==> src/rtl/core/scrp_pkg.sv <==
// shared types, constants and helpers for the serial read command parser
`default_nettype none

package scrp_pkg;

  // number of hex digits in each number of a read command
  localparam int unsigned HEX_DIGITS = 8;
  // digit counter holds 0 .. HEX_DIGITS
  localparam int unsigned CNT_W = $clog2(HEX_DIGITS + 1);

  localparam int unsigned NUM_W  = 32;
  localparam int unsigned BYTE_W = 8;
  localparam int unsigned KIND_W = 3;

  // result payload width, packed and padded to whole bytes
  localparam int unsigned RES_W  = KIND_W + NUM_W + NUM_W + BYTE_W;
  localparam int unsigned TDATA_W = ((RES_W + 7) / 8) * 8;

  // character codes
  localparam logic [BYTE_W-1:0] CHAR_CR    = 8'h0D;
  localparam logic [BYTE_W-1:0] CHAR_LF    = 8'h0A;
  localparam logic [BYTE_W-1:0] CHAR_SPACE = 8'h20;
  localparam logic [BYTE_W-1:0] CHAR_NUL   = 8'h00;
  localparam logic [BYTE_W-1:0] CHAR_UC_R  = 8'h52;
  localparam logic [BYTE_W-1:0] CHAR_LC_R  = 8'h72;
  localparam logic [BYTE_W-1:0] CHAR_UC_H  = 8'h48;
  localparam logic [BYTE_W-1:0] CHAR_LC_H  = 8'h68;
  localparam logic [BYTE_W-1:0] CHAR_0     = 8'h30;
  localparam logic [BYTE_W-1:0] CHAR_9     = 8'h39;
  localparam logic [BYTE_W-1:0] CHAR_UC_A  = 8'h41;
  localparam logic [BYTE_W-1:0] CHAR_UC_F  = 8'h46;
  localparam logic [BYTE_W-1:0] CHAR_LC_A  = 8'h61;
  localparam logic [BYTE_W-1:0] CHAR_LC_F  = 8'h66;

  // line result codes
  typedef enum logic [KIND_W-1:0] {
    KIND_NONE  = 3'd0,
    KIND_HELP  = 3'd1,
    KIND_READ  = 3'd2,
    KIND_UNEXP = 3'd3,
    KIND_LONG  = 3'd4
  } kind_t;

  // parse phases, one-hot
  typedef enum logic [7:0] {
    PH_START    = 8'b0000_0001,
    PH_ADDR_SP  = 8'b0000_0010,
    PH_ADDR_DIG = 8'b0000_0100,
    PH_ADDR_END = 8'b0000_1000,
    PH_LEN_SP   = 8'b0001_0000,
    PH_LEN_DIG  = 8'b0010_0000,
    PH_LEN_END  = 8'b0100_0000,
    PH_DONE     = 8'b1000_0000
  } phase_t;

  // parser state carried from byte to byte
  typedef struct packed {
    phase_t             phase;
    logic [NUM_W-1:0]   addr;
    logic [NUM_W-1:0]   len;
    logic [CNT_W-1:0]   cnt;
    kind_t              kind;
    logic [BYTE_W-1:0]  bad;
  } parse_state_t;

  // one finished line
  typedef struct packed {
    logic [BYTE_W-1:0]  offending_byte;
    logic [NUM_W-1:0]   read_length;
    logic [NUM_W-1:0]   start_address;
    kind_t              line_kind;
  } line_result_t;

  localparam parse_state_t STATE_RESET = '{
    phase: PH_START,
    addr:  '0,
    len:   '0,
    cnt:   '0,
    kind:  KIND_NONE,
    bad:   '0
  };

  // hex digit decode: bit 4 flags a valid digit, bits 3:0 hold its value
  function automatic logic [4:0] hex_decode(input logic [BYTE_W-1:0] b);
    logic [4:0] r;
    r = '0;
    if (b >= CHAR_0 && b <= CHAR_9) begin
      r = {1'b1, 4'(b - CHAR_0)};
    end else if (b >= CHAR_LC_A && b <= CHAR_LC_F) begin
      r = {1'b1, 4'(b - CHAR_LC_A + 8'd10)};
    end else if (b >= CHAR_UC_A && b <= CHAR_UC_F) begin
      r = {1'b1, 4'(b - CHAR_UC_A + 8'd10)};
    end
    return r;
  endfunction

endpackage

`default_nettype wire

==> src/rtl/core/scrp_step.sv <==
// next-state and line result logic for one received byte
`default_nettype none

module scrp_step (
  input  scrp_pkg::parse_state_t        cur,
  input  logic [scrp_pkg::BYTE_W-1:0]   rx_byte,
  output scrp_pkg::parse_state_t        nxt,
  output logic                          line_end,
  output scrp_pkg::line_result_t        res
);
  import scrp_pkg::*;

  logic [BYTE_W-1:0] b;
  logic [4:0]        hex;
  logic [CNT_W-1:0]  cnt_inc;
  logic              in_addr;
  logic [NUM_W-1:0]  acc_sel;
  logic [NUM_W-1:0]  acc_upd;
  parse_state_t      fed;

  // a line end is fed to the parser as a zero byte
  assign line_end = (rx_byte == CHAR_CR) || (rx_byte == CHAR_LF);
  assign b        = line_end ? CHAR_NUL : rx_byte;

  // shared digit path for both numbers
  assign hex     = hex_decode(b);
  assign in_addr = (cur.phase == PH_ADDR_SP) || (cur.phase == PH_ADDR_DIG);
  assign acc_sel = in_addr ? cur.addr : cur.len;
  assign acc_upd = {acc_sel[NUM_W-5:0], hex[3:0]};
  assign cnt_inc = cur.cnt + CNT_W'(1);

  // parse one byte
  always_comb begin
    fed = cur;
    case (cur.phase)
      PH_START: begin
        if (b == CHAR_UC_R || b == CHAR_LC_R) begin
          fed.phase = PH_ADDR_SP;
        end else if (b == CHAR_UC_H || b == CHAR_LC_H) begin
          fed.kind  = KIND_HELP;
          fed.bad   = '0;
          fed.phase = PH_DONE;
        end else begin
          fed.kind  = KIND_NONE;
          fed.bad   = '0;
          fed.phase = PH_DONE;
        end
      end
      PH_ADDR_SP, PH_ADDR_DIG, PH_LEN_SP, PH_LEN_DIG: begin
        if ((cur.phase == PH_ADDR_SP || cur.phase == PH_LEN_SP) && b == CHAR_SPACE) begin
          fed = cur;
        end else if (!hex[4]) begin
          fed.kind  = KIND_UNEXP;
          fed.bad   = b;
          fed.phase = PH_DONE;
        end else begin
          if (in_addr) begin
            fed.addr = acc_upd;
          end else begin
            fed.len = acc_upd;
          end
          if (cnt_inc >= CNT_W'(HEX_DIGITS)) begin
            fed.cnt   = '0;
            fed.phase = in_addr ? PH_ADDR_END : PH_LEN_END;
          end else begin
            fed.cnt   = cnt_inc;
            fed.phase = in_addr ? PH_ADDR_DIG : PH_LEN_DIG;
          end
        end
      end
      PH_ADDR_END: begin
        if (b == CHAR_SPACE) begin
          fed.phase = PH_LEN_SP;
        end else if (b == CHAR_NUL) begin
          fed.kind  = KIND_UNEXP;
          fed.bad   = '0;
          fed.phase = PH_DONE;
        end else begin
          fed.kind  = KIND_LONG;
          fed.bad   = b;
          fed.phase = PH_DONE;
        end
      end
      PH_LEN_END: begin
        if (b == CHAR_SPACE || b == CHAR_NUL) begin
          fed.kind  = KIND_READ;
          fed.bad   = '0;
          fed.phase = PH_DONE;
        end else begin
          fed.kind  = KIND_LONG;
          fed.bad   = b;
          fed.phase = PH_DONE;
        end
      end
      default: begin
        fed = cur;
      end
    endcase
  end

  // result of the line and state for the next byte
  always_comb begin
    res.line_kind      = fed.kind;
    res.start_address  = (fed.kind == KIND_READ) ? fed.addr : '0;
    res.read_length    = (fed.kind == KIND_READ) ? fed.len : '0;
    res.offending_byte = fed.bad;
    nxt = line_end ? STATE_RESET : fed;
  end

endmodule

`default_nettype wire

==> src/rtl/core/serial_read_command_parser.sv <==
// top level of the serial read command parser
`default_nettype none

// Parses monitor command lines from a byte stream. Each byte on s_tdata is one
// received character; a carriage return or line feed ends the line and gives
// exactly one result on m_tdata, other bytes give none. A line starting with
// H/h is help; R/r is a read with two eight-digit hex numbers (address, then
// byte count); anything else is none; malformed reads give an error kind with
// the offending byte. Each byte is registered on entry and parsed into the
// parser state and, at a line end, into the result register, so one byte per
// cycle is sustained unless a line end stalls; a line end passes through the
// input register, then the result register. A line end waits in the input
// register only while the result register is full and not being taken.

module serial_read_command_parser (
  input  logic                              clk,
  input  logic                              rst,
  input  logic                              s_tvalid,
  output logic                              s_tready,
  input  logic [7:0]                        s_tdata,   // [7:0] rx_byte
  output logic                              m_tvalid,
  input  logic                              m_tready,
  // [2:0] line_kind, [34:3] start_address, [66:35] read_length,
  // [74:67] offending_byte, [79:75] zero
  output logic [scrp_pkg::TDATA_W-1:0]      m_tdata
);
  import scrp_pkg::*;

  logic              in_valid;
  logic [BYTE_W-1:0] in_byte;
  parse_state_t      state;
  parse_state_t      state_next;
  logic              line_end;
  line_result_t      res;
  line_result_t      out_res;
  logic              out_free;
  logic              step_go;

  // the byte in the input register moves on unless it is a line end facing a full output
  assign out_free = !m_tvalid || m_tready;
  assign step_go  = in_valid && (!line_end || out_free);
  assign s_tready = !in_valid || step_go;

  scrp_step u_step (
    .cur      (state),
    .rx_byte  (in_byte),
    .nxt      (state_next),
    .line_end (line_end),
    .res      (res)
  );

  // input register
  always_ff @(posedge clk) begin
    if (rst) begin
      in_valid <= 1'b0;
    end else if (s_tready) begin
      in_valid <= s_tvalid;
    end
    if (s_tready && s_tvalid) begin
      in_byte <= s_tdata;
    end
  end

  // parser state
  always_ff @(posedge clk) begin
    if (rst) begin
      state <= STATE_RESET;
    end else if (step_go) begin
      state <= state_next;
    end
  end

  // result register
  always_ff @(posedge clk) begin
    if (rst) begin
      m_tvalid <= 1'b0;
    end else if (step_go && line_end) begin
      m_tvalid <= 1'b1;
    end else if (m_tready) begin
      m_tvalid <= 1'b0;
    end
    if (step_go && line_end) begin
      out_res <= res;
    end
  end

  assign m_tdata = {(TDATA_W - RES_W)'(0), out_res};

endmodule

`default_nettype wire

==> config.mk <==
export PLATFORM = sky130hd
export DESIGN_NAME = serial_read_command_parser
export DESIGN_NICKNAME = d
export VERILOG_FILES = /design/src/rtl/core/scrp_pkg.sv /design/src/rtl/core/scrp_step.sv /design/src/rtl/core/serial_read_command_parser.sv
export SDC_FILE = /design/constraint.sdc
export NUM_CORES = 1
export LEC_CHECK = 0
export BUFFER_PORTS_ARGS = -buffer_cell sky130_fd_sc_hd__buf_2
export CAP_MARGIN = 20
export CORE_ASPECT_RATIO = 1.4
export CORE_UTILIZATION = 60
export CTS_BUF_LIST = sky130_fd_sc_hd__clkbuf_8
export CTS_CLUSTER_DIAMETER = 60
export DETAILED_ROUTE_END_ITERATION = 10
export PLACE_DENSITY = 0.81
export SLEW_MARGIN = 20
export SYNTH_ARGS = -nofsm -noshare
export SYNTH_HDL_FRONTEND = slang
export SYNTH_SLANG_ARGS = --single-unit
==> constraint.sdc <==
create_clock -name clk -period 5.1 [get_ports clk]
set_clock_uncertainty 0.1 [all_clocks]
set_input_delay 0.255 -clock clk [delete_from_list [all_inputs] [get_ports clk]]
set_output_delay 0.255 -clock clk [all_outputs]
set_load 0.05 [all_outputs]
# Word level (Yosys, flattened, before mapping)
# Cells that the tools add are included.
# classes
n_addsub	6
magnitude_cmp	7
n_eq_ne	17
muxes	28
reduce_logical	27
# op_table
operator	count
87-bit 2-to-1 mux	2
68-bit 2-to-1 mux	2
32-bit 2-to-1 mux	2
11-bit 2-to-1 mux	5
11-bit one-hot mux with 4 select lines	1
8-bit by 7-bit equality test with 1-bit output, second input constant	5
8-bit 2-to-1 mux	5
8-bit one-hot mux with 4 select lines	1
28-bit 2-to-1 mux	1
8-bit by 4-bit equality test with 1-bit output, second input constant	3
8-bit by 6-bit equality test with 1-bit output, second input constant	2
8-bit by 7-bit greater-or-equal comparator with 1-bit output, second input constant	2
8-bit by 7-bit <= comparator with 1-bit output, second input constant	2
5-bit 2-to-1 mux	3
4-bit by 1-bit subtractor with 4-bit output, second input constant	3
1-bit logical OR	9
9-bit 2-to-1 mux	1
4-bit adder, second input constant	2
8-bit by 1-bit equality test with 1-bit output, second input constant	1
8-bit by 2-bit equality test with 1-bit output, second input constant	1
8-bit by 3-bit equality test with 1-bit output, second input constant	1
8-bit by 5-bit equality test with 1-bit output, second input constant	1
8-bit by 6-bit greater-or-equal comparator with 1-bit output, second input constant	1
8-bit by 6-bit <= comparator with 1-bit output, second input constant	1
17 further kinds	28
# word_totals
register_bits	172
input_bits	12
output_inout_bits	82
word_cells	98

# Depth between registers and ports, before layout
# Gate-level depths: netlist (run 1).
# depth
depth_word	13
depth_mapped	16
depth_no_buf	12

# Cells and area by module
# A second synthesis (run 1) with hierarchy kept.
# unflattened
cells_unflattened	888
hier_area_um2	9386.5
# modules_own_cells
module	n_inst	cells_per_inst	area_per_inst_um2	seq_area_each_um2
serial_read_command_parser	1	477	6492.5	4274.1
scrp_step	1	411	2894.0	0.0

# Worst setup path before layout (run 1)
# OpenSTA, ideal clock, no wires.
# synth_timing
path_kind	register to register
start	reg in_byte[2]
end	reg state[7] in the netlist's numbering
arrival_time_ps	3814
required_ps	4883
path_slack_ps	1069
path_stages_with_launch	9
n_path_buf	1
period_less_slack_ps	4031
path_cell_list	edfxtp_1 buf_2 or3b_1 a211oi_1 nand3_1 inv_1 nor2_1 o21a_4 a22o_1
# synth_via
elab_chain_len	12
elab_cells_between_ends	34
# synth_rtl
element	line_no	text
start: declaration	serial_read_command_parser.sv:30	logic [BYTE_W-1:0] in_byte;
start signal: assignment	serial_read_command_parser.sv:60	in_byte <= s_tdata;
8-bit by 4-bit equality test with 1-bit output	scrp_step.sv:22	assign line_end = (rx_byte == CHAR_CR) || (rx_byte == CHAR_LF);
1-bit logical OR	scrp_step.sv:22	
8-bit 2-to-1 mux	scrp_step.sv:23	assign b = line_end ? CHAR_NUL : rx_byte;
8-bit by 7-bit greater-or-equal comparator with 1-bit output or 8-bit by 7-bit <= comparator with 1-bit output (tied branches)	scrp_pkg.sv:91	end else if (b >= CHAR_UC_A && b <= CHAR_UC_F) begin
1-bit logical AND	scrp_pkg.sv:91	
5-bit 2-to-1 mux	scrp_pkg.sv:91	
5-bit 2-to-1 mux	scrp_pkg.sv:89	end else if (b >= CHAR_LC_A && b <= CHAR_LC_F) begin
5-bit 2-to-1 mux	scrp_pkg.sv:87	if (b >= CHAR_0 && b <= CHAR_9) begin
11-bit 2-to-1 mux	scrp_step.sv:52	end else if (!hex[4]) begin
87-bit 2-to-1 mux	scrp_step.sv:50	if ((cur.phase == PH_ADDR_SP || cur.phase == PH_LEN_SP) && b == CHAR_SPACE) begin
11-bit one-hot mux with 4 select lines	scrp_step.sv:35	case (cur.phase)
87-bit 2-to-1 mux	scrp_step.sv:107	nxt = line_end ? STATE_RESET : fed;
end signal: assignment	serial_read_command_parser.sv:69	state <= state_next;
end: declaration	serial_read_command_parser.sv:31	parse_state_t state;
# Parallel ways exist; a longest one is shown, timed or not. The select of a mux whose other input is x is not followed.
# A chain may end at the register's enable or synchronous reset.

# Worst setup path in the final report (run 1)
# layout_timing
start	reg in_byte[2]
end	reg out_res, in the netlist m_tdata[57] (data pin)
# layout_via
elab_chain_len	12
elab_cells_between_ends	37
# layout_rtl
element	line_no	text
8-bit by 4-bit equality test with 1-bit output	scrp_step.sv:22	
1-bit logical OR	scrp_step.sv:22	
8-bit 2-to-1 mux *	scrp_step.sv:23	
8-bit by 7-bit greater-or-equal comparator with 1-bit output or 8-bit by 7-bit <= comparator with 1-bit output (tied branches)	scrp_pkg.sv:91	
1-bit logical AND	scrp_pkg.sv:91	
5-bit 2-to-1 mux	scrp_pkg.sv:91	
5-bit 2-to-1 mux	scrp_pkg.sv:89	
5-bit 2-to-1 mux	scrp_pkg.sv:87	
11-bit 2-to-1 mux	scrp_step.sv:52	
87-bit 2-to-1 mux	scrp_step.sv:50	
11-bit one-hot mux with 4 select lines	scrp_step.sv:35	
3-bit by 2-bit equality test with 1-bit output	scrp_step.sv:105	res.read_length = (fed.kind == KIND_READ) ? fed.len : '0;
end signal: assignment	serial_read_command_parser.sv:83	out_res <= res;
end: declaration	serial_read_command_parser.sv:35	line_result_t out_res;
# Mark *: on every way between the ends. The rest lies on a longest branch, timed or not. The select of a mux whose other input is x is not followed.

==> impl_metrics.py, run 1 <==
metrics = {
    "status": {
        "status": "complete, no violations",
    },
    "cts": {
        "clk-insertion-delay-late_ps": 450,
        "clk_transition_reported_paths_ps": 90,
        "tritoncts_num_sinks": 172,
        "setup_fix_bufs_post_cts": 0,
        "clockRootBuffer": "clkbuf_8",
        "ctsLongestPathBuffers": 2,
        "tritoncts": "built",
        "post_cts_resized": 0,
        "cts_made_buffers": 17,
        "cts_htree_levels": 4,
        "cts_hold_buf": 9,
    },
    "global_route": {
        "grt_max_degree": 65,
        "wire_length_of_the_first_global_routing_pass_um": 26100,
        "antenna_found_initial": 0,
        "grt_overflow_total": 0,
        "vias_in_the_first_global_route": 5386,
        "globalRouteTotalUtil_pct": 26.9,
    },
    "pwr": {
        "p_total_mw": 2.49,
        "power.ir.vdd_worst_mv": 0.148,
        "power_frac_seq_pct": 58.5,
        "total_leakage_power_nw": 3.02,
        "power.clock.fraction_pct": 37.0,
        "net-switching-power_mw": 0.608,
        "power_report.internal_total_mw": 1.88,
        "power_per_cell_area_nw_per_um2": 297,
        "combinationalPowerShare_pct": 4.5,
        "switching_fraction_of_total_power_pct": 24.4,
    },
    "die": {
        "core_area_um2": 11900,
        "die_area_um2": 12800,
        "io_pins": 94,
        "die_h_um": 134,
        "initial_core_util_pct": 62.1,
        "chipWidth_um": 95.9,
        "rows": 47,
    },
    "sta": {
        "setup_violations": 0,
        "worst_slew_margin_rel_pct": 42.1,
        "period_share_pct": 85.1,
        "achievable-frequency_ghz": 0.231,
        "grt_setup_unrepaired": "no",
        "maxSlewViolCount": 0,
        "tightest_slew_ps": 868,
        "finalHoldViolations": 0,
        "setup_total_negative_slack_ps": 0,
        "final.min_clock_period_ps": 4340,
    },
    "cells_and_area": {
        "layout-drive-gt1-share_pct": 19.4,
        "final_net_count": 766,
        "insertedDiodeCount": 0,
        "areaGrowthSynthToFinish_pct": 13.1,
        "finalInstanceArea_um2": 8380,
        "fillCellCount": 896,
    },
    "logic_synthesis": {
        "post-synth-top-count-cell": "nor2_1",
        "ys_seq_area_share_pct": 57.7,
        "synth.avg_cell_area_um2": 11.1,
        "top_cells_by_area_synth": "edfxtp_1, dfxtp_1, mux2i_1, nor2_1, a22o_1",
        "synthDominantCellAreaShare_pct": 33.6,
        "number_of_flops_mapped_to_enable_cells_by_yosys": 83,
        "ys_seq_elements": 172,
        "ys.warnings.count": 0,
        "synthFlopType": "dfxtp_1",
        "async_reset_ff_share_pct": 0,
        "yosys.area.top_type": "edfxtp_1",
        "synth_top_cells_by_count": "nor2_1, dfxtp_1, edfxtp_1, mux2i_1, a22o_1",
        "synthesized_instance_count": 667,
        "netlist_area_um2": 7410,
        "synth_cell_type_count": 62,
    },
    "critical_path": {
        "worst_r2r_start": "in_byte[2]",
        "crit_buf_inv": 1,
        "cp_num_cells": 11,
        "path_class": "flip-flop to flip-flop",
        "start_kind": "flip-flop",
        "timing.critical_path.to_type": "flip-flop",
        "timing.critical_path.cells": "or3b_1 > a211o_1 > nand2_1 > ha_1 > o21bai_1 > a21oi_1 > a41oi_2 > nor3_2 > buf_4 > mux2i_1 > nor2_1",
        "critPathArrivalTime_ps": 4430,
        "critPathTopFamily": "simple AND/OR/NAND/NOR gates",
        "crit_path_top_delay_cell": "buf_4",
        "cp-startpoint": "in_byte[2]",
        "cp_slowest_stage_delay_ps": 560,
        "worst-endpoint-required_ps": 5190,
        "timing.critical_path.fanout_max": 32,
        "worst-r2r-cell-count": 11,
    },
    "place": {
        "placement.io_buffers": 88,
        "finalWeightedCongestion": 0.934,
        "dpl-instance-area_um2": 7910,
        "detailedPlacementHpwl_um": 11000,
    },
    "drt": {
        "detailedRoute.firstPassIterationCount": 4,
        "ant_nets": 0,
        "remaining_drc_errors": 0,
        "drtIter0Drc": 244,
        "routed_wire_length_um": 16400,
        "detailroute.via_count": 5478,
        "post_drt_via_cell_ratio": 6.03,
        "detail_route.wl_per_cell_um": 18.1,
    },
    "min_path": {
        "hold-path-cell-count": 3,
        "min_delay_src": "m_tready",
        "min-delay-path-class": "primary input to flip-flop",
    },
    "job": {
        "drv_cap": 0,
    },
}
[cell usage in the layout, fill, tap and decap left out, types with 10 or more instances in the layout]
cell type / count
nor2_1: 118
dfxtp_1: 89
buf_2: 88
edfxtp_1: 83
mux2i_1: 65
a22o_1: 43
nand2_1: 36
a22oi_1: 31
clkbuf_8: 18
nand3_1: 15
o21ai_0: 13
a21oi_1: 12
buf_4: 10
[worst register-to-register path, stage by stage (launching register included)]
cell and delay (ps):
edfxtp_1 550, or3b_1 420, a211o_1 420, nand2_1 220, ha_1 240, o21bai_1 110
a21oi_1 420, a41oi_2 210, nor3_2 460, buf_4 560, mux2i_1 320, nor2_1 60
[through the flow]
step / instances / setup slack [ps] / hold WS (ps) / utilization, %
6_report: 909 / 762 / 83.2 / 70.2
4_1_cts: 909 / 778 / 64.5 / 70.2
5_1_grt: 909 / 509 / 90.9 / 70.2
3_3_place_gp: 868 / 929 / 331 / 66.3
2_1_floorplan: 671 / 1070 / 254 / -
3_5_place_dp: 868 / 770 / 333 / 66.3
[power by group through the flow]
| stage | Clock, mW | Sequential, mW | Combinational [mW] |
|---|---|---|---|
| after floorplan | 0 | 1.48 | 0.0850 |
| after detailed placement | 0 | 1.49 | 0.105 |
| after CTS | 0.930 | 1.46 | 0.111 |
| after global routing | 0.986 | 1.46 | 0.121 |
| after global placement | 0 | 1.49 | 0.104 |
| final | 0.922 | 1.46 | 0.112 |
[final timing paths]
kind	to	slack [ps]
setup / recovery	m_tdata[57]	760
hold / removal	m_tvalid	80
setup reg to reg	m_tdata[57]	760
hold reg to reg	state[4]	380
[area by class of cell]
cell class | instances | area (µm²) | area share, %
repair buffers | 107 | 606 | 7.22
inverters | 8 | 30.0 | 0.358
flip-flops and latches | 172 | 4270 | 51.0
clock buffers | 18 | 248 | 2.96
clock inverters | 14 | 131 | 1.57
well taps | 147 | 184 | 2.19
multi-input cells | 443 | 2910 | 34.7
[sequential cells by signal, summed over array words and instances, names as in the netlist]
name / count
in_byte: 8
m_tdata: 75
state: 87
in_valid: 1
m_tvalid: 1
[logic make-up (layout without fill, tap and decap cells)]
logic type / after synthesis / in the layout / share of synthesized area, %
simple gates: 228 / 228 / 14.3
flops: 172 / 172 / 57.7
compound gates: 135 / 135 / 14.2
mux: 65 / 65 / 8.78
buf+inv: 56 / 147 / 3.61
fa+ha+maj: 5 / 5 / 0.844
xor+xnor: 5 / 5 / 0.591
other cells: 1 / 5 / 0.0506
[per-layer routing]
layer  vias to the layer above  share of wire [%]  wire length (µm)  global-route usage [%]
li1                       2602                  -                 -                       -
met1                      2645                 40              6540                    30.2
met2                       192                 52              8570                    47.2
met3                        39                4.7               766                    5.82
met4                         0                3.3               541                    13.3
met5                         -                  0                 0                       0
(Power assumes the default switching activity.)
==> inputs of run 2 (changes only) <==
Settings changed: ABC_AREA set to 1, CORE_UTILIZATION 60 to 61, PLACE_DENSITY 0.81 to 0.82.
==> run 2 against run 1 <==
Non-clock buffer count is 3 lower. Cell area grew 6.7%. Fmax increased by 9.3%. Area after synthesis rose by 8.2%. Combinational power increased by 120%. Die area up 6.3%. Sequential power about the same. Cell count grew 34%. Total power increased by 5.2%. Critical path type unchanged. Highest routed layer unchanged.
==> impl_metrics.py, run 2 <==
metrics = {
    "status": {
        "status": "complete, no violations",
    },
    "logic_synthesis": {
        "synth.avg_cell_area_um2": 8.24,
        "ys_seq_elements": 172,
        "ys_seq_area_share_pct": 53.3,
        "number_of_flops_mapped_to_enable_cells_by_yosys": 83,
        "post-synth-top-count-cell": "nand2_1",
        "synthDominantCellAreaShare_pct": 31.1,
        "synth_cell_type_count": 42,
        "async_reset_ff_share_pct": 0,
        "ys.warnings.count": 0,
        "top_cells_by_area_synth": "edfxtp_1, dfxtp_1, nand2_1, inv_1, a21oi_1",
        "synthesized_instance_count": 973,
        "netlist_area_um2": 8020,
        "synth_top_cells_by_count": "nand2_1, inv_1, dfxtp_1, a21oi_1, edfxtp_1",
        "synthFlopType": "dfxtp_1",
        "yosys.area.top_type": "edfxtp_1",
    },
    "sta": {
        "setup_total_negative_slack_ps": 0,
        "achievable-frequency_ghz": 0.252,
        "final.setup.worst_slack_ps": 1130,
        "grt_setup_unrepaired": "no",
        "maxSlewViolCount": 0,
        "period_share_pct": 77.8,
        "final.min_clock_period_ps": 3970,
        "worst_slew_margin_rel_pct": 27.9,
        "setup_violations": 0,
        "tightest_slew_ps": 1080,
        "finalHoldViolations": 0,
    },
    "place": {
        "finalWeightedCongestion": 0.907,
        "dp_worst_setup_slack_ps": 1190,
        "placement.io_buffers": 88,
        "placed_cells": 1176,
        "detailedPlacementHpwl_um": 10400,
    },
    "cts": {
        "tritoncts_num_sinks": 172,
        "tritoncts": "built",
        "clockRootBuffer": "clkbuf_8",
        "ctsLongestPathBuffers": 2,
        "cts_made_buffers": 17,
        "cts_htree_levels": 4,
        "clk-insertion-delay-late_ps": 450,
        "clk_transition_reported_paths_ps": 90,
    },
    "cells_and_area": {
        "final_net_count": 1069,
        "top_register": "state",
        "areaGrowthSynthToFinish_pct": 11.5,
        "largest_reg_flops": 87,
        "layout-drive-gt1-share_pct": 17.0,
        "final_cell_count_without_fillers": 1218,
        "final_common_cell": "nand2_1",
        "layout.cells.most_common_list": "nand2_1, inv_1, dfxtp_1",
        "insertedDiodeCount": 0,
    },
    "die": {
        "rows": 49,
        "io_pins": 94,
        "die_h_um": 138,
        "chipWidth_um": 98.9,
        "initial_core_util_pct": 62.6,
        "core_area_um2": 12800,
        "die_area_um2": 13600,
    },
    "drt": {
        "detailedRoute.firstPassIterationCount": 5,
        "remaining_drc_errors": 0,
        "post_drt_via_cell_ratio": 5.19,
        "detail_route.wl_per_cell_um": 13.3,
        "routed_wire_length_um": 16200,
        "detailroute.via_count": 6326,
        "drtIter0Drc": 393,
        "ant_nets": 0,
    },
    "critical_path": {
        "critPathArrivalTime_ps": 4060,
        "crit_buf_inv": 5,
        "cp_slowest_stage_delay_ps": 510,
        "timing.critical_path.cells": "inv_2 > nand3_1 > nand2_2 > nand2_4 > inv_2 > nor2_1 > inv_1 > ha_1 > o21ai_0 > nand3_2 > nand2_2 > nand3_4 > nand2_1 > inv_2 > nand2_2 > buf_4 > nand2_1 > o21ai_1 > nor2_1",
        "critPathTopFamily": "simple AND/OR/NAND/NOR gates",
        "timing.critical_path.fanout_max": 32,
        "path_class": "flip-flop to flip-flop",
        "worst-endpoint-required_ps": 5200,
        "start_kind": "flip-flop",
        "crit_path_top_delay_cell": "edfxtp_1",
        "timing.critical_path.to_type": "flip-flop",
    },
    "job": {
        "drv_cap": 0,
    },
    "global_route": {
        "globalRouteTotalUtil_pct": 24.6,
        "antenna_found_initial": 0,
        "grt_max_degree": 75,
        "vias_in_the_first_global_route": 5796,
        "grt_overflow_total": 0,
        "wire_length_of_the_first_global_routing_pass_um": 26400,
    },
    "pwr": {
        "total_leakage_power_nw": 3.90,
        "power.ir.vdd_worst_mv": 0.226,
        "power_per_cell_area_nw_per_um2": 293,
    },
    "min_path": {
        "min-delay-path-class": "primary input to flip-flop",
    },
}
## run 2: worst reg2reg max path, cell delays in order (launching register included)
cell and delay [ps]:
edfxtp_1 510, inv_2 70, nand3_1 100, nand2_2 60, nand2_4 120, inv_2 100, nor2_1 330, inv_1 120
ha_1 250, o21ai_0 270, nand3_2 120, nand2_2 140, nand3_4 130, nand2_1 130, inv_2 50, nand2_2 420
buf_4 410, nand2_1 100, o21ai_1 120, nor2_1 70
## run 2: cells by family after synthesis
group	synth area share, %
XOR/XNOR	0.546
other	0.0468
adder cells (fa/ha/maj)	0.780
AO/OA/AOI/OAI	11.2
buffers and inverters	10.1
flip-flops	53.3
AND/OR/NAND/NOR	24.0
## run 2: worst paths after layout
check | cells past startpoint | from | slack, ps | to
setup / recovery | 19 | in_byte[2] | 1130 | m_tdata[52]
hold / removal | 2 | rst | 350 | state[50]
setup reg to reg | 19 | in_byte[2] | 1130 | m_tdata[52]
hold reg to reg | 2 | state[42] | 370 | state[42]
## run 2: area by class of cell
class                   count  area, µm²
clock buffers              18        248
clock inverters            14        135
fillers                  1003       3870
inverters                 146        548
multi-input cells         611       2960
flip-flops and latches    172       4270
well taps                 153        191
repair buffers            104        586
## run 2: timing repair
item | CTS | global route
setup endpoints to repair | 0 | 0
resized for setup | 0 | 0
endpoints found under the hold margin | 10 | 0
setup buffers | 0 | 0
hold buffers | 10 | 0
## run 2: per-layer routing
layer	part of all wire (%)	vias to the layer above	routed length [µm]	GRT usage (%)
met1	42	2881	6790	29.4
met3	4.6	33	751	4.82
met2	51	188	8200	43.4
met5	0	-	0	0
li1	-	3224	-	-
met4	2.8	0	446	10.2
## run 2: power breakdown
| group | total, mW | switching (mW) | internal, mW | leakage [nW] |
|---|---|---|---|---|
| clock network | 0.920 | 0.511 | 0.409 | 0.194 |
| logic | 0.242 | 0.190 | 0.0520 | 2.29 |
| registers | 1.46 | 0.0109 | 1.45 | 1.42 |
## run 2: through the flow
step / power, mW / cell area, µm² / hold slack, ps / util (%)
finish: 2.62 / 8940 / 349 / 69.8
global route: 2.72 / 8940 / 386 / 69.8
CTS: 2.63 / 8940 / 336 / 69.8
detailed placement: 1.73 / 8460 / 333 / 66.0
global placement: 1.73 / 8460 / 334 / 66.0
floorplan: 1.70 / 8030 / 254 / -
==> inputs of run 3 (changes only) <==
Clock period 5.1 ns to 4.1 ns, I/O delays scaled along.
==> run 3 against run 2 <==
Cell count up 0.25%. First-iteration DRC count up 23%. Sequential share of layout area down 0.12 points. Core utilization up 0.18 points. Hold slack worse by 160 ps. Total power up 24%. Fmax up 8.0%. Via count up 1.4%. Critical path depth unchanged. Die area unchanged. Setup slack worse by 710 ps. Routed wire length up 4.2%. Critical endpoint is now m_tdata[10]. Largest cell class unchanged.
==> impl_metrics.py, run 3 (synthesized netlist as in run 2, its figures left out) <==
metrics = {
    "status": {
        "status": "complete, no violations",
    },
    "global_route": {
        "vias_in_the_first_global_route": 5876,
        "globalRouteTotalUtil_pct": 25.6,
        "grt_overflow_total": 0,
        "wire_length_of_the_first_global_routing_pass_um": 27300,
        "grt_max_degree": 75,
        "antenna_found_initial": 0,
    },
    "cells_and_area": {
        "top_register": "state",
        "final_common_cell": "nand2_1",
        "final_net_count": 1072,
        "areaGrowthSynthToFinish_pct": 11.8,
        "layout.cells.most_common_list": "nand2_1, inv_1, dfxtp_1",
        "largest_reg_flops": 87,
        "layout-drive-gt1-share_pct": 16.9,
        "insertedDiodeCount": 0,
    },
    "pwr": {
        "power_frac_seq_pct": 56.0,
        "combinationalPowerShare_pct": 9.4,
        "p_total_mw": 3.24,
        "total_leakage_power_nw": 3.91,
        "power_per_cell_area_nw_per_um2": 361,
        "power_report.internal_total_mw": 2.36,
        "net-switching-power_mw": 0.876,
        "power.clock.fraction_pct": 34.6,
        "switching_fraction_of_total_power_pct": 27.0,
        "power.ir.vdd_worst_mv": 0.229,
    },
    "min_path": {
        "min-delay-path-class": "primary input to flip-flop",
        "hold-path-cell-count": 2,
        "min_delay_src": "rst",
    },
    "critical_path": {
        "worst-r2r-cell-count": 19,
        "timing.critical_path.fanout_max": 64,
        "worst_r2r_start": "in_byte[2]",
        "crit_path_top_delay_cell": "edfxtp_1",
        "start_kind": "flip-flop",
        "critPathArrivalTime_ps": 3880,
        "cp_num_cells": 19,
        "cp_dominant_cell_by_count": "nand2_2",
        "timing.critical_path.to_type": "flip-flop",
        "crit_buf_inv": 3,
        "critPathTopFamily": "simple AND/OR/NAND/NOR gates",
        "path_class": "flip-flop to flip-flop",
        "worst-endpoint-required_ps": 4300,
        "cp-startpoint": "in_byte[2]",
        "timing.critical_path.cells": "inv_2 > nand3_1 > nand2_2 > nand2_4 > inv_2 > nor2_1 > inv_1 > ha_1 > o21ai_0 > nand3_2 > nand2_2 > nand3_4 > o21bai_2 > nand2_1 > nand2_2 > nand2_4 > nor2_8 > nand2_8 > nor2_1",
        "cp_slowest_stage_delay_ps": 500,
    },
    "cts": {
        "tritoncts_num_sinks": 172,
        "clk-insertion-delay-late_ps": 460,
        "clk_transition_reported_paths_ps": 90,
        "ctsLongestPathBuffers": 2,
        "cts_made_buffers": 17,
        "setup_fix_bufs_post_cts": 0,
        "cts_htree_levels": 4,
        "tritoncts": "built",
        "clockRootBuffer": "clkbuf_8",
    },
    "die": {
        "chipWidth_um": 98.9,
        "die_area_um2": 13600,
        "rows": 49,
        "die_h_um": 138,
        "initial_core_util_pct": 62.6,
        "core_area_um2": 12800,
        "io_pins": 94,
    },
    "sta": {
        "achievable-frequency_ghz": 0.272,
        "period_share_pct": 89.6,
        "final.min_clock_period_ps": 3680,
        "finalHoldViolations": 0,
        "setup_violations": 0,
        "grt_setup_unrepaired": "no",
        "worst_slew_margin_rel_pct": 39.0,
        "maxSlewViolCount": 0,
        "setup_total_negative_slack_ps": 0,
        "tightest_slew_ps": 915,
    },
    "drt": {
        "post_drt_via_cell_ratio": 5.25,
        "remaining_drc_errors": 0,
        "detail_route.wl_per_cell_um": 13.8,
        "ant_nets": 0,
        "routed_wire_length_um": 16900,
        "detailroute.via_count": 6415,
        "drtIter0Drc": 485,
        "detailedRoute.firstPassIterationCount": 5,
    },
    "place": {
        "detailedPlacementHpwl_um": 11000,
        "placement.io_buffers": 88,
        "finalWeightedCongestion": 0.903,
    },
    "job": {
        "drv_cap": 0,
    },
}
[run 3: changes by cell type in the layout (fill, tap and decap cells not counted)]
cell | previous run | this run
clkinvlp_4 | 2 | 4
inv_8 | 2 | 1
clkinv_2 | 3 | 1
buf_12 | 0 | 1
buf_4 | 6 | 8
clkinv_4 | 3 | 2
clkinv_1 | 0 | 1
inv_1 | 134 | 136
inv_6 | 3 | 2
[run 3: worst paths after layout]
kind,end,slack [ps]
worst min register to register,state[76],370
worst max register to register,m_tdata[10],420
worst min-delay path,state[85],190
worst max-delay path,m_tdata[10],420
[run 3: power by group through the flow]
stage | clock network (mW) | logic (mW) | registers [mW]
finish | 1.12 | 0.304 | 1.81
global route | 1.20 | 0.334 | 1.82
CTS | 1.13 | 0.303 | 1.81
detailed placement | 0 | 0.295 | 1.85
global placement | 0 | 0.298 | 1.85
floorplan | 0 | 0.261 | 1.86
[run 3: repair_timing]
item                      4_1_cts  5_1_grt
hold buffers                   10        0
hold endpoints to repair       10        0
resized for setup               0        0
[run 3: layout make-up]
| cell class | count | area [µm²] |
|---|---|---|
| Sequential cell | 172 | 4270 |
| Fill cell | 1022 | 3850 |
| Multi-Input combinational cell | 611 | 2960 |
| Timing Repair Buffer | 107 | 621 |
| Inverter | 146 | 548 |
| Clock buffer | 18 | 248 |
| Tap cell | 153 | 191 |
| Clock inverter | 14 | 123 |
[run 3: layer usage]
| layer | routed length [µm] | track usage [%] |
|---|---|---|
| met1 | 6950 | 30.0 |
| met2 | 8790 | 46.0 |
| met3 | 755 | 5.02 |
| met4 | 379 | 10.4 |
| met5 | 0 | 0 |
[run 3: metrics by stage]
step	utilization (%)	hold slack, ps	instance area, µm²	setup slack (ps)	cells
4_1_cts	70.0	176	8970	442	1221
5_1_grt	70.0	205	8970	3.22	1221
6_report	70.0	186	8970	425	1221
3_3_place_gp	66.3	282	8500	560	1179
3_5_place_dp	66.3	283	8500	477	1179
2_1_floorplan	-	204	8030	603	977
[run 3: worst reg2reg max path: stages, from the launching register on]
cell and delay [ps]:
edfxtp_1 500, inv_2 80, nand3_1 100, nand2_2 70
nand2_4 120, inv_2 100, nor2_1 310, inv_1 120
ha_1 270, o21ai_0 230, nand3_2 100, nand2_2 140
nand3_4 130, o21bai_2 180, nand2_1 120, nand2_2 90
nand2_4 80, nor2_8 140, nand2_8 250, nor2_1 290
